## src/design/bsc_pkg.sv

```systemverilog
package bsc_pkg;

  localparam int NBITS_DEF   = 1024;
  localparam int INDEX_W     = 10;
  localparam int COUNT_W     = 11;
  localparam int INDEX_REACH = 1 << INDEX_W;
  localparam logic [COUNT_W-1:0] COUNT_RESET = COUNT_W'(1024);

  // Store is organized as words of WORD_W bits, scanned one word per cycle
  localparam int WORD_SHIFT = 7;
  localparam int WORD_W     = 1 << WORD_SHIFT;

  localparam int MODE_W = 2;
  localparam int IN_W   = 16;
  localparam int OUT_W  = 24;

  typedef enum logic [MODE_W-1:0] {
    MODE_LOOK  = 2'd0,
    MODE_SET   = 2'd1,
    MODE_CLEAR = 2'd2
  } mode_t;

  typedef struct packed {
    logic capture;
    logic update;
    logic scan_step;
    logic result_load;
  } bsc_cmd_t;

  typedef struct packed {
    logic scan_last;
  } bsc_sts_t;

endpackage

```

## src/design/bsc_ctrl.sv

```systemverilog
module bsc_ctrl
  import bsc_pkg::*;
(
  input  logic     clk,
  input  logic     rst,
  input  logic     s_valid,
  output logic     s_ready,
  output logic     m_valid,
  input  logic     m_ready,
  input  bsc_sts_t sts,
  output bsc_cmd_t cmd
);

  typedef enum logic [4:0] {
    ST_IDLE   = 5'b00001,
    ST_UPDATE = 5'b00010,
    ST_SCAN   = 5'b00100,
    ST_FIN    = 5'b01000,
    ST_OUT    = 5'b10000
  } state_t;

  state_t state, state_next;
  logic   m_valid_next;

  always_ff @(posedge clk) begin
    if (rst) begin
      state   <= ST_IDLE;
      m_valid <= 1'b0;
    end else begin
      state   <= state_next;
      m_valid <= m_valid_next;
    end
  end

  always_comb begin
    cmd          = '0;
    state_next   = state;
    m_valid_next = m_valid && !m_ready;
    unique case (state)
      ST_IDLE: begin
        if (s_valid) begin
          cmd.capture = 1'b1;
          state_next  = ST_UPDATE;
        end
      end
      ST_UPDATE: begin
        cmd.update = 1'b1;
        state_next = ST_SCAN;
      end
      ST_SCAN: begin
        cmd.scan_step = 1'b1;
        if (sts.scan_last) state_next = ST_FIN;
      end
      // last scanned word is folded into the search results here
      ST_FIN: begin
        state_next = ST_OUT;
      end
      ST_OUT: begin
        if (!m_valid || m_ready) begin
          cmd.result_load = 1'b1;
          m_valid_next    = 1'b1;
          state_next      = ST_IDLE;
        end
      end
      default: begin
        state_next = ST_IDLE;
      end
    endcase
  end

  assign s_ready = (state == ST_IDLE);

endmodule

```

## src/design/bsc_dp.sv

```systemverilog
module bsc_dp
  import bsc_pkg::*;
#(
  parameter int NBITS = NBITS_DEF
) (
  input  logic               clk,
  input  logic               rst,
  input  logic               cfg_we,
  input  logic [COUNT_W-1:0] cfg_wdata,
  input  logic [MODE_W-1:0]  in_mode,
  input  logic [INDEX_W-1:0] in_index,
  input  bsc_cmd_t           cmd,
  output bsc_sts_t           sts,
  output logic               res_accepted,
  output logic               res_bit_value,
  output logic               res_set_found,
  output logic [INDEX_W-1:0] res_set_index,
  output logic               res_clear_found,
  output logic [INDEX_W-1:0] res_clear_index
);

  localparam int USED_BITS = (NBITS < INDEX_REACH) ? NBITS : INDEX_REACH;
  localparam int DEPTH     = (USED_BITS + WORD_W - 1) / WORD_W;
  localparam int AW        = (DEPTH > 1) ? $clog2(DEPTH) : 1;
  localparam int CW        = AW + 1;

  function automatic logic [WORD_SHIFT-1:0] lowest_set(input logic [WORD_W-1:0] v);
    logic [WORD_SHIFT-1:0] r;
    r = '0;
    for (int j = WORD_W - 1; j >= 0; j--) begin
      if (v[j]) r = WORD_SHIFT'(j);
    end
    return r;
  endfunction

  logic [COUNT_W-1:0]    bits_in_use;
  logic [COUNT_W-1:0]    n_used;
  logic [CW-1:0]         n_words;

  logic [WORD_W-1:0]     mem [DEPTH];
  logic                  word_vld [DEPTH];
  logic [WORD_W-1:0]     rd_data;
  logic                  rd_vld;
  logic [WORD_W-1:0]     eff_word;
  logic                  rd_en;
  logic [AW-1:0]         rd_addr;

  logic [MODE_W-1:0]     cur_mode;
  logic [WORD_SHIFT-1:0] cur_pos;
  logic [AW-1:0]         cur_addr;
  logic                  cur_ok;
  logic                  in_ok;
  logic [WORD_W-1:0]     bit_mask;
  logic [WORD_W-1:0]     new_word;
  logic                  wr_en;
  logic                  acc_q;
  logic                  val_q;

  logic [CW-1:0]         scan_cnt;
  logic                  scan_go;
  logic [AW-1:0]         proc_addr;
  logic                  proc_valid;
  logic [COUNT_W-1:0]    base;
  logic [COUNT_W-1:0]    rem;
  logic [WORD_W-1:0]     lim_mask;
  logic [WORD_W-1:0]     set_cand;
  logic [WORD_W-1:0]     clr_cand;
  logic                  set_found;
  logic [INDEX_W-1:0]    set_idx;
  logic                  clr_found;
  logic [INDEX_W-1:0]    clr_idx;

  // effective count: register value clipped to the store size
  assign n_used  = (bits_in_use > COUNT_W'(USED_BITS)) ? COUNT_W'(USED_BITS) : bits_in_use;
  assign n_words = CW'(((COUNT_W + 1)'(n_used) + (COUNT_W + 1)'(WORD_W - 1)) >> WORD_SHIFT);

  assign in_ok   = ({1'b0, in_index} < n_used);
  assign scan_go = cmd.scan_step && (scan_cnt < n_words);
  assign rd_en   = (cmd.capture && in_ok) || scan_go;
  assign rd_addr = cmd.capture ? AW'(in_index >> WORD_SHIFT) : scan_cnt[AW-1:0];

  assign sts.scan_last = ((CW + 1)'(scan_cnt) + (CW + 1)'(1)) >= (CW + 1)'(n_words);

  // never-written words read as zero
  assign eff_word = rd_vld ? rd_data : '0;

  assign bit_mask = WORD_W'(1) << cur_pos;
  always_comb begin
    case (cur_mode)
      MODE_SET:   new_word = eff_word | bit_mask;
      MODE_CLEAR: new_word = eff_word & ~bit_mask;
      default:    new_word = eff_word;
    endcase
  end
  assign wr_en = cmd.update && cur_ok;

  // limit the search to bits below the count in use
  assign base = COUNT_W'(proc_addr) << WORD_SHIFT;
  assign rem  = n_used - base;
  always_comb begin
    for (int j = 0; j < WORD_W; j++) begin
      lim_mask[j] = (COUNT_W'(j) < rem);
    end
  end
  assign set_cand = eff_word & lim_mask;
  assign clr_cand = ~eff_word & lim_mask;

  always_ff @(posedge clk) begin
    if (rst) begin
      bits_in_use <= COUNT_RESET;
      proc_valid  <= 1'b0;
      for (int i = 0; i < DEPTH; i++) word_vld[i] <= 1'b0;
    end else begin
      if (cfg_we) bits_in_use <= cfg_wdata;
      proc_valid <= scan_go;
      if (wr_en) word_vld[cur_addr] <= 1'b1;
    end
  end

  always_ff @(posedge clk) begin
    if (wr_en) mem[cur_addr] <= new_word;
    if (rd_en) begin
      rd_data <= mem[rd_addr];
      rd_vld  <= word_vld[rd_addr];
    end
  end

  always_ff @(posedge clk) begin
    if (cmd.capture) begin
      cur_mode  <= in_mode;
      cur_pos   <= in_index[WORD_SHIFT-1:0];
      cur_addr  <= AW'(in_index >> WORD_SHIFT);
      cur_ok    <= in_ok;
      scan_cnt  <= '0;
      set_found <= 1'b0;
      set_idx   <= '0;
      clr_found <= 1'b0;
      clr_idx   <= '0;
    end else begin
      if (scan_go) begin
        scan_cnt  <= scan_cnt + CW'(1);
        proc_addr <= scan_cnt[AW-1:0];
      end
      if (proc_valid) begin
        if (!set_found && (|set_cand)) begin
          set_found <= 1'b1;
          set_idx   <= INDEX_W'(base) | INDEX_W'(lowest_set(set_cand));
        end
        if (!clr_found && (|clr_cand)) begin
          clr_found <= 1'b1;
          clr_idx   <= INDEX_W'(base) | INDEX_W'(lowest_set(clr_cand));
        end
      end
    end
    if (cmd.update) begin
      acc_q <= cur_ok;
      val_q <= cur_ok && new_word[cur_pos];
    end
    if (cmd.result_load) begin
      res_accepted    <= acc_q;
      res_bit_value   <= val_q;
      res_set_found   <= set_found;
      res_set_index   <= set_idx;
      res_clear_found <= clr_found;
      res_clear_index <= clr_idx;
    end
  end

endmodule

```

## src/design/bitmap_set_clear_find_first.sv

```systemverilog
// Bit store of NBITS bits (at most 1024 reachable) with set, clear and
// find-first-set / find-first-clear. Each transaction reads and updates the
// target word, then scans the words in use one 128-bit word per cycle through
// the single read port of the memory. The store reads as all zeros after
// reset through per-word valid bits; there is no clearing pass. A finished
// result waits in the output register while the next item is accepted.
module bitmap_set_clear_find_first
  import bsc_pkg::*;
#(
  parameter int NBITS = NBITS_DEF
) (
  input  logic               clk,
  input  logic               rst,
  input  logic               cfg_we,
  input  logic [COUNT_W-1:0] cfg_wdata,       // bits_in_use
  input  logic               s_axis_tvalid,
  output logic               s_axis_tready,
  input  logic [IN_W-1:0]    s_axis_tdata,    // mode[1:0], bit_index[11:2]
  output logic               m_axis_tvalid,
  input  logic               m_axis_tready,
  // accepted[0], bit_value[1], first_set_found[2], first_set_index[12:3],
  // first_clear_found[13], first_clear_index[23:14]
  output logic [OUT_W-1:0]   m_axis_tdata
);

  bsc_cmd_t           cmd;
  bsc_sts_t           sts;
  logic               res_accepted;
  logic               res_bit_value;
  logic               res_set_found;
  logic [INDEX_W-1:0] res_set_index;
  logic               res_clear_found;
  logic [INDEX_W-1:0] res_clear_index;

  bsc_ctrl u_ctrl (
    .clk     (clk),
    .rst     (rst),
    .s_valid (s_axis_tvalid),
    .s_ready (s_axis_tready),
    .m_valid (m_axis_tvalid),
    .m_ready (m_axis_tready),
    .sts     (sts),
    .cmd     (cmd)
  );

  bsc_dp #(
    .NBITS (NBITS)
  ) u_dp (
    .clk             (clk),
    .rst             (rst),
    .cfg_we          (cfg_we),
    .cfg_wdata       (cfg_wdata),
    .in_mode         (s_axis_tdata[MODE_W-1:0]),
    .in_index        (s_axis_tdata[MODE_W+INDEX_W-1:MODE_W]),
    .cmd             (cmd),
    .sts             (sts),
    .res_accepted    (res_accepted),
    .res_bit_value   (res_bit_value),
    .res_set_found   (res_set_found),
    .res_set_index   (res_set_index),
    .res_clear_found (res_clear_found),
    .res_clear_index (res_clear_index)
  );

  assign m_axis_tdata = {res_clear_index, res_clear_found, res_set_index,
                         res_set_found, res_bit_value, res_accepted};

  // one item in flight: no acceptance right after an acceptance
  assert property (@(posedge clk) disable iff (rst)
    (s_axis_tvalid && s_axis_tready) |=> !s_axis_tready)
    else $error("input accepted while previous item in progress");

  // an accepted index lies in use, so some bit in use must be found
  assert property (@(posedge clk) disable iff (rst)
    (m_axis_tvalid && m_axis_tdata[0]) |-> (m_axis_tdata[2] || m_axis_tdata[13]))
    else $error("accepted item but neither search found a bit");

  // a set bit reported for the item means the set search hits
  assert property (@(posedge clk) disable iff (rst)
    (m_axis_tvalid && m_axis_tdata[0] && m_axis_tdata[1]) |-> m_axis_tdata[2])
    else $error("indexed bit set but no set bit found");

  // a refused item never reports a bit value
  assert property (@(posedge clk) disable iff (rst)
    (m_axis_tvalid && !m_axis_tdata[0]) |-> !m_axis_tdata[1])
    else $error("refused item reports a set bit");

endmodule

```

## config.mk

```make
export PLATFORM = sky130hd
export DESIGN_NAME = bitmap_set_clear_find_first
export DESIGN_NICKNAME = d
export VERILOG_FILES = /design/src/design/bsc_pkg.sv /design/src/design/bsc_ctrl.sv /design/src/design/bsc_dp.sv /design/src/design/bitmap_set_clear_find_first.sv
export SDC_FILE = /design/constraint.sdc
export NUM_CORES = 2
export LEC_CHECK = 0
export BUFFER_PORTS_ARGS = -buffer_cell sky130_fd_sc_hd__buf_2
export CAP_MARGIN = 0
export CORE_MARGIN = 8
export CORE_UTILIZATION = 60
export CTS_BUF_LIST = sky130_fd_sc_hd__clkbuf_4 sky130_fd_sc_hd__clkbuf_8
export DETAILED_ROUTE_END_ITERATION = 6
export PLACE_DENSITY_LB_ADDON = 0.1
export SLEW_MARGIN = 25
export SYNTH_ARGS = -nofsm -noshare
export SYNTH_HDL_FRONTEND = slang
export SYNTH_SLANG_ARGS = --single-unit
```

## constraint.sdc

```tcl
create_clock -name clk -period 13.5 [get_ports clk]
set_clock_uncertainty 0.15 [all_clocks]
set_input_delay 0.675 -clock clk [delete_from_list [all_inputs] [get_ports clk]]
set_output_delay 0.675 -clock clk [all_outputs]
set_load 0.01 [all_outputs]
```

==> results.tsv <==
metric	value	unit
grt_max_degree	139	
synth_edf_count	1195	
start_util	60.3	%
slew_headroom	21.6	%
boundaryPins	58	
max-vdd-ir-drop	0.108	mV
place_congestion	1.05	
path_clk_slew	0.06	ns
maxCapViolCount	0	
rsz0062_at_grt	no	
hold_class	input port to flop	
reg2reg_slack	6.31	ns
ys_types	114	
ys_ff_latch	1247	
worstPathMaxFanout	75	
clock_path_buffers	3	
htree_num_levels	4	
worst_r2r_path_depth	19	
p_per_area	134	mW/mm²
fmax	0.139	GHz
synth_ff_type	edfxtp_1	
post_cts_resized	0	
cts_tree	yes	
setup_viol	0	
synth-seq-area-share	63.6	%
grt_pass1_wl	253000	µm
syn-num-nets	4028	
drive_gt1_share	23.0	%
setup-tns-final	0	ns
syn_area	0.0580	mm²
report.final.slew_viol_count	0	
core	0.0963	mm²
routed_wl	175000	µm
hold_viol	0	
grt_pass1_vias	37200	
port_buffers	53	
status	completed	
power_leakage	21.0	nW
placementRows	114	
firstDrtPassIters	6	
ctsRootBufferMaster	clkbuf_8	
nets	4141	
grt-ovfl-total	0	
fillers	6786	
critPathKind	flop to flop	
startpoint_type	flop	
antenna_found_initial	4	
grtUsageTotal	32.1	%
drc	0	
worst_pin_slew	1.18	ns
finalCritPeriodShare	53.3	%
min_path_cells	2	
cp.arrival	7.78	ns
layout_commonest_cell	edfxtp_1	
fin_crit	7.19	ns
dp.cells	5142	
viasPerCell	7.02	
syn_to_final_growth	9.82	%
cts_buffers	187	
async_flop_share	0	%
num_vias	38800	
final_cell_mix	1195 x edfxtp_1, 336 x nand2_1, 290 x mux4_2	
cp-end-kind	flop	
ys.warnings.count	0	
drt_iter0_drc	5327	
utilization	66.2	%
ant_nets	0	
insertion_delay	0.89	ns
syn_inst	3972	
layout.cells.non_filler	5518	
clock-sinks	1247	
die_y	327	µm
wl_per_cell	31.6	µm
fp.dieW	327	µm
critical_path_required	14.09	ns
synth_area_per_cell	14.6	µm²
dp_hpwl	114000	µm
p_total	8.54	mW
design.die.area	0.107	mm²
area by class of cell:
cell class	count	area [µm²]	area share, %
multi-input combinational	2425	20000	31.3
sequential	1247	36900	57.9
antenna	4	10.0	0.0157
clock inverter	84	552	0.866
timing repair buffer	185	1370	2.14
inverter	39	146	0.230
clock buffer	258	3170	4.97
tap	1276	1600	2.50
logic make-up after synthesis:
group | Yosys count | share of synthesized area [%]
DFF | 1247 | 63.6
AOI/OAI and AO/OA | 1027 | 11.4
and+or+nand+nor | 918 | 7.73
muxes | 447 | 14.2
buffers and inverters | 300 | 2.29
adders and majority gates | 24 | 0.530
xor gates and xnor gates | 9 | 0.181
synthesized netlist by cell type, drive strengths merged (24+ instances only):
| library cell | n | share of area [%] |
|---|---|---|
| edfxtp | 1195 | 62 |
| nand3 | 56 | 0.48 |
| o22ai | 26 | 0.30 |
| dfxtp | 52 | 1.8 |
| clkbuf | 160 | 1.0 |
| a31oi | 82 | 0.88 |
| o21ai | 276 | 2.4 |
| a211oi | 30 | 0.44 |
| o31ai | 30 | 0.44 |
| mux2 | 133 | 2.6 |
| nand2b | 28 | 0.30 |
| a21oi | 256 | 2.2 |
| a41oi | 24 | 0.36 |
| inv | 39 | 0.25 |
| nand2 | 338 | 2.2 |
| nor3 | 59 | 0.53 |
| nor2b | 41 | 0.44 |
| nor2 | 192 | 1.3 |
| and2 | 69 | 0.74 |
| a22oi | 84 | 1.1 |
| mux4 | 290 | 11 |
| nor4 | 27 | 0.35 |
| buf | 101 | 1.0 |
| mux2i | 24 | 0.41 |
| nand4 | 25 | 0.27 |
routing by layer:
layer  part of all wire, %  up-vias  GRT usage, %  wire, µm
li1                      -    16200             -         -
met1                    41    19700          47.0     72000
met2                    44     2432          46.9     76900
met3                    11      422          8.01     19400
met4                   3.7        4          11.9      6380
met5                 0.014        -             0        25
critical path, stage by stage (launching register included):
cell and delay, ns:
dfxtp_1 0.30, buf_4 0.26, inv_1 0.11, buf_4 0.31
nand2_1 0.16, ha_1 0.25, fa_1 0.51, nand2_1 0.44
nor2_4 0.23, buf_4 0.70, nand3_1 0.48, o21ai_0 0.36
a21boi_0 0.50, a41oi_1 0.25, nor3_1 0.25, nand3_1 0.24
o41ai_2 0.38, nand2b_1 0.70, or4_1 0.27, a21oi_1 0.08
worst paths after layout:
check / from / to
worst min register to register: u_dp.set_idx[9] / u_dp.res_set_index[9]
worst max-delay path: u_dp.bits_in_use[10] / u_dp.set_idx[5]
worst min-delay path: cfg_we / u_dp.bits_in_use[10]
worst max register to register: u_dp.bits_in_use[10] / u_dp.set_idx[5]
state kept, by name, summed over array words and instances (netlist names), 2 cells and up:
signal and flops:
u_ctrl.state 5, u_dp.bits_in_use 11, u_dp.clr_idx 10, u_dp.cur_addr 3, u_dp.cur_mode 2, u_dp.cur_pos 7
u_dp.mem 1024, u_dp.proc_addr 3, u_dp.rd_data 128, u_dp.res_clear_index 10, u_dp.res_set_index 10, u_dp.scan_cnt 4
u_dp.set_idx 10, u_dp.word_vld 8
power by group:
part / switching (mW) / internal (mW)
clock network: 1.42 / 1.62
registers: 0.0466 / 4.37
logic: 0.708 / 0.370
total: 2.18 / 6.36
per-stage QoR:
| step | hold slack, ns | setup slack [ns] | instance area (µm²) |
|---|---|---|---|
| 2_1_floorplan | 0.250 | 3.02 | 58000 |
| 6_report | 0.114 | 6.31 | 63700 |
| 3_3_place_gp | 0.260 | 6.60 | 59700 |
| 3_5_place_dp | 0.269 | 6.56 | 59700 |
| 5_1_grt | 0.0980 | 6.01 | 63700 |
| 4_1_cts | 0.00606 | 6.50 | 63700 |
repair_timing:
item / in CTS / in global routing
hold buffers: 29 / 0
setup buffers: 0 / 0
hold endpoints to repair: 29 / 0
No activity file was read; power rests on OpenSTA's default activity.
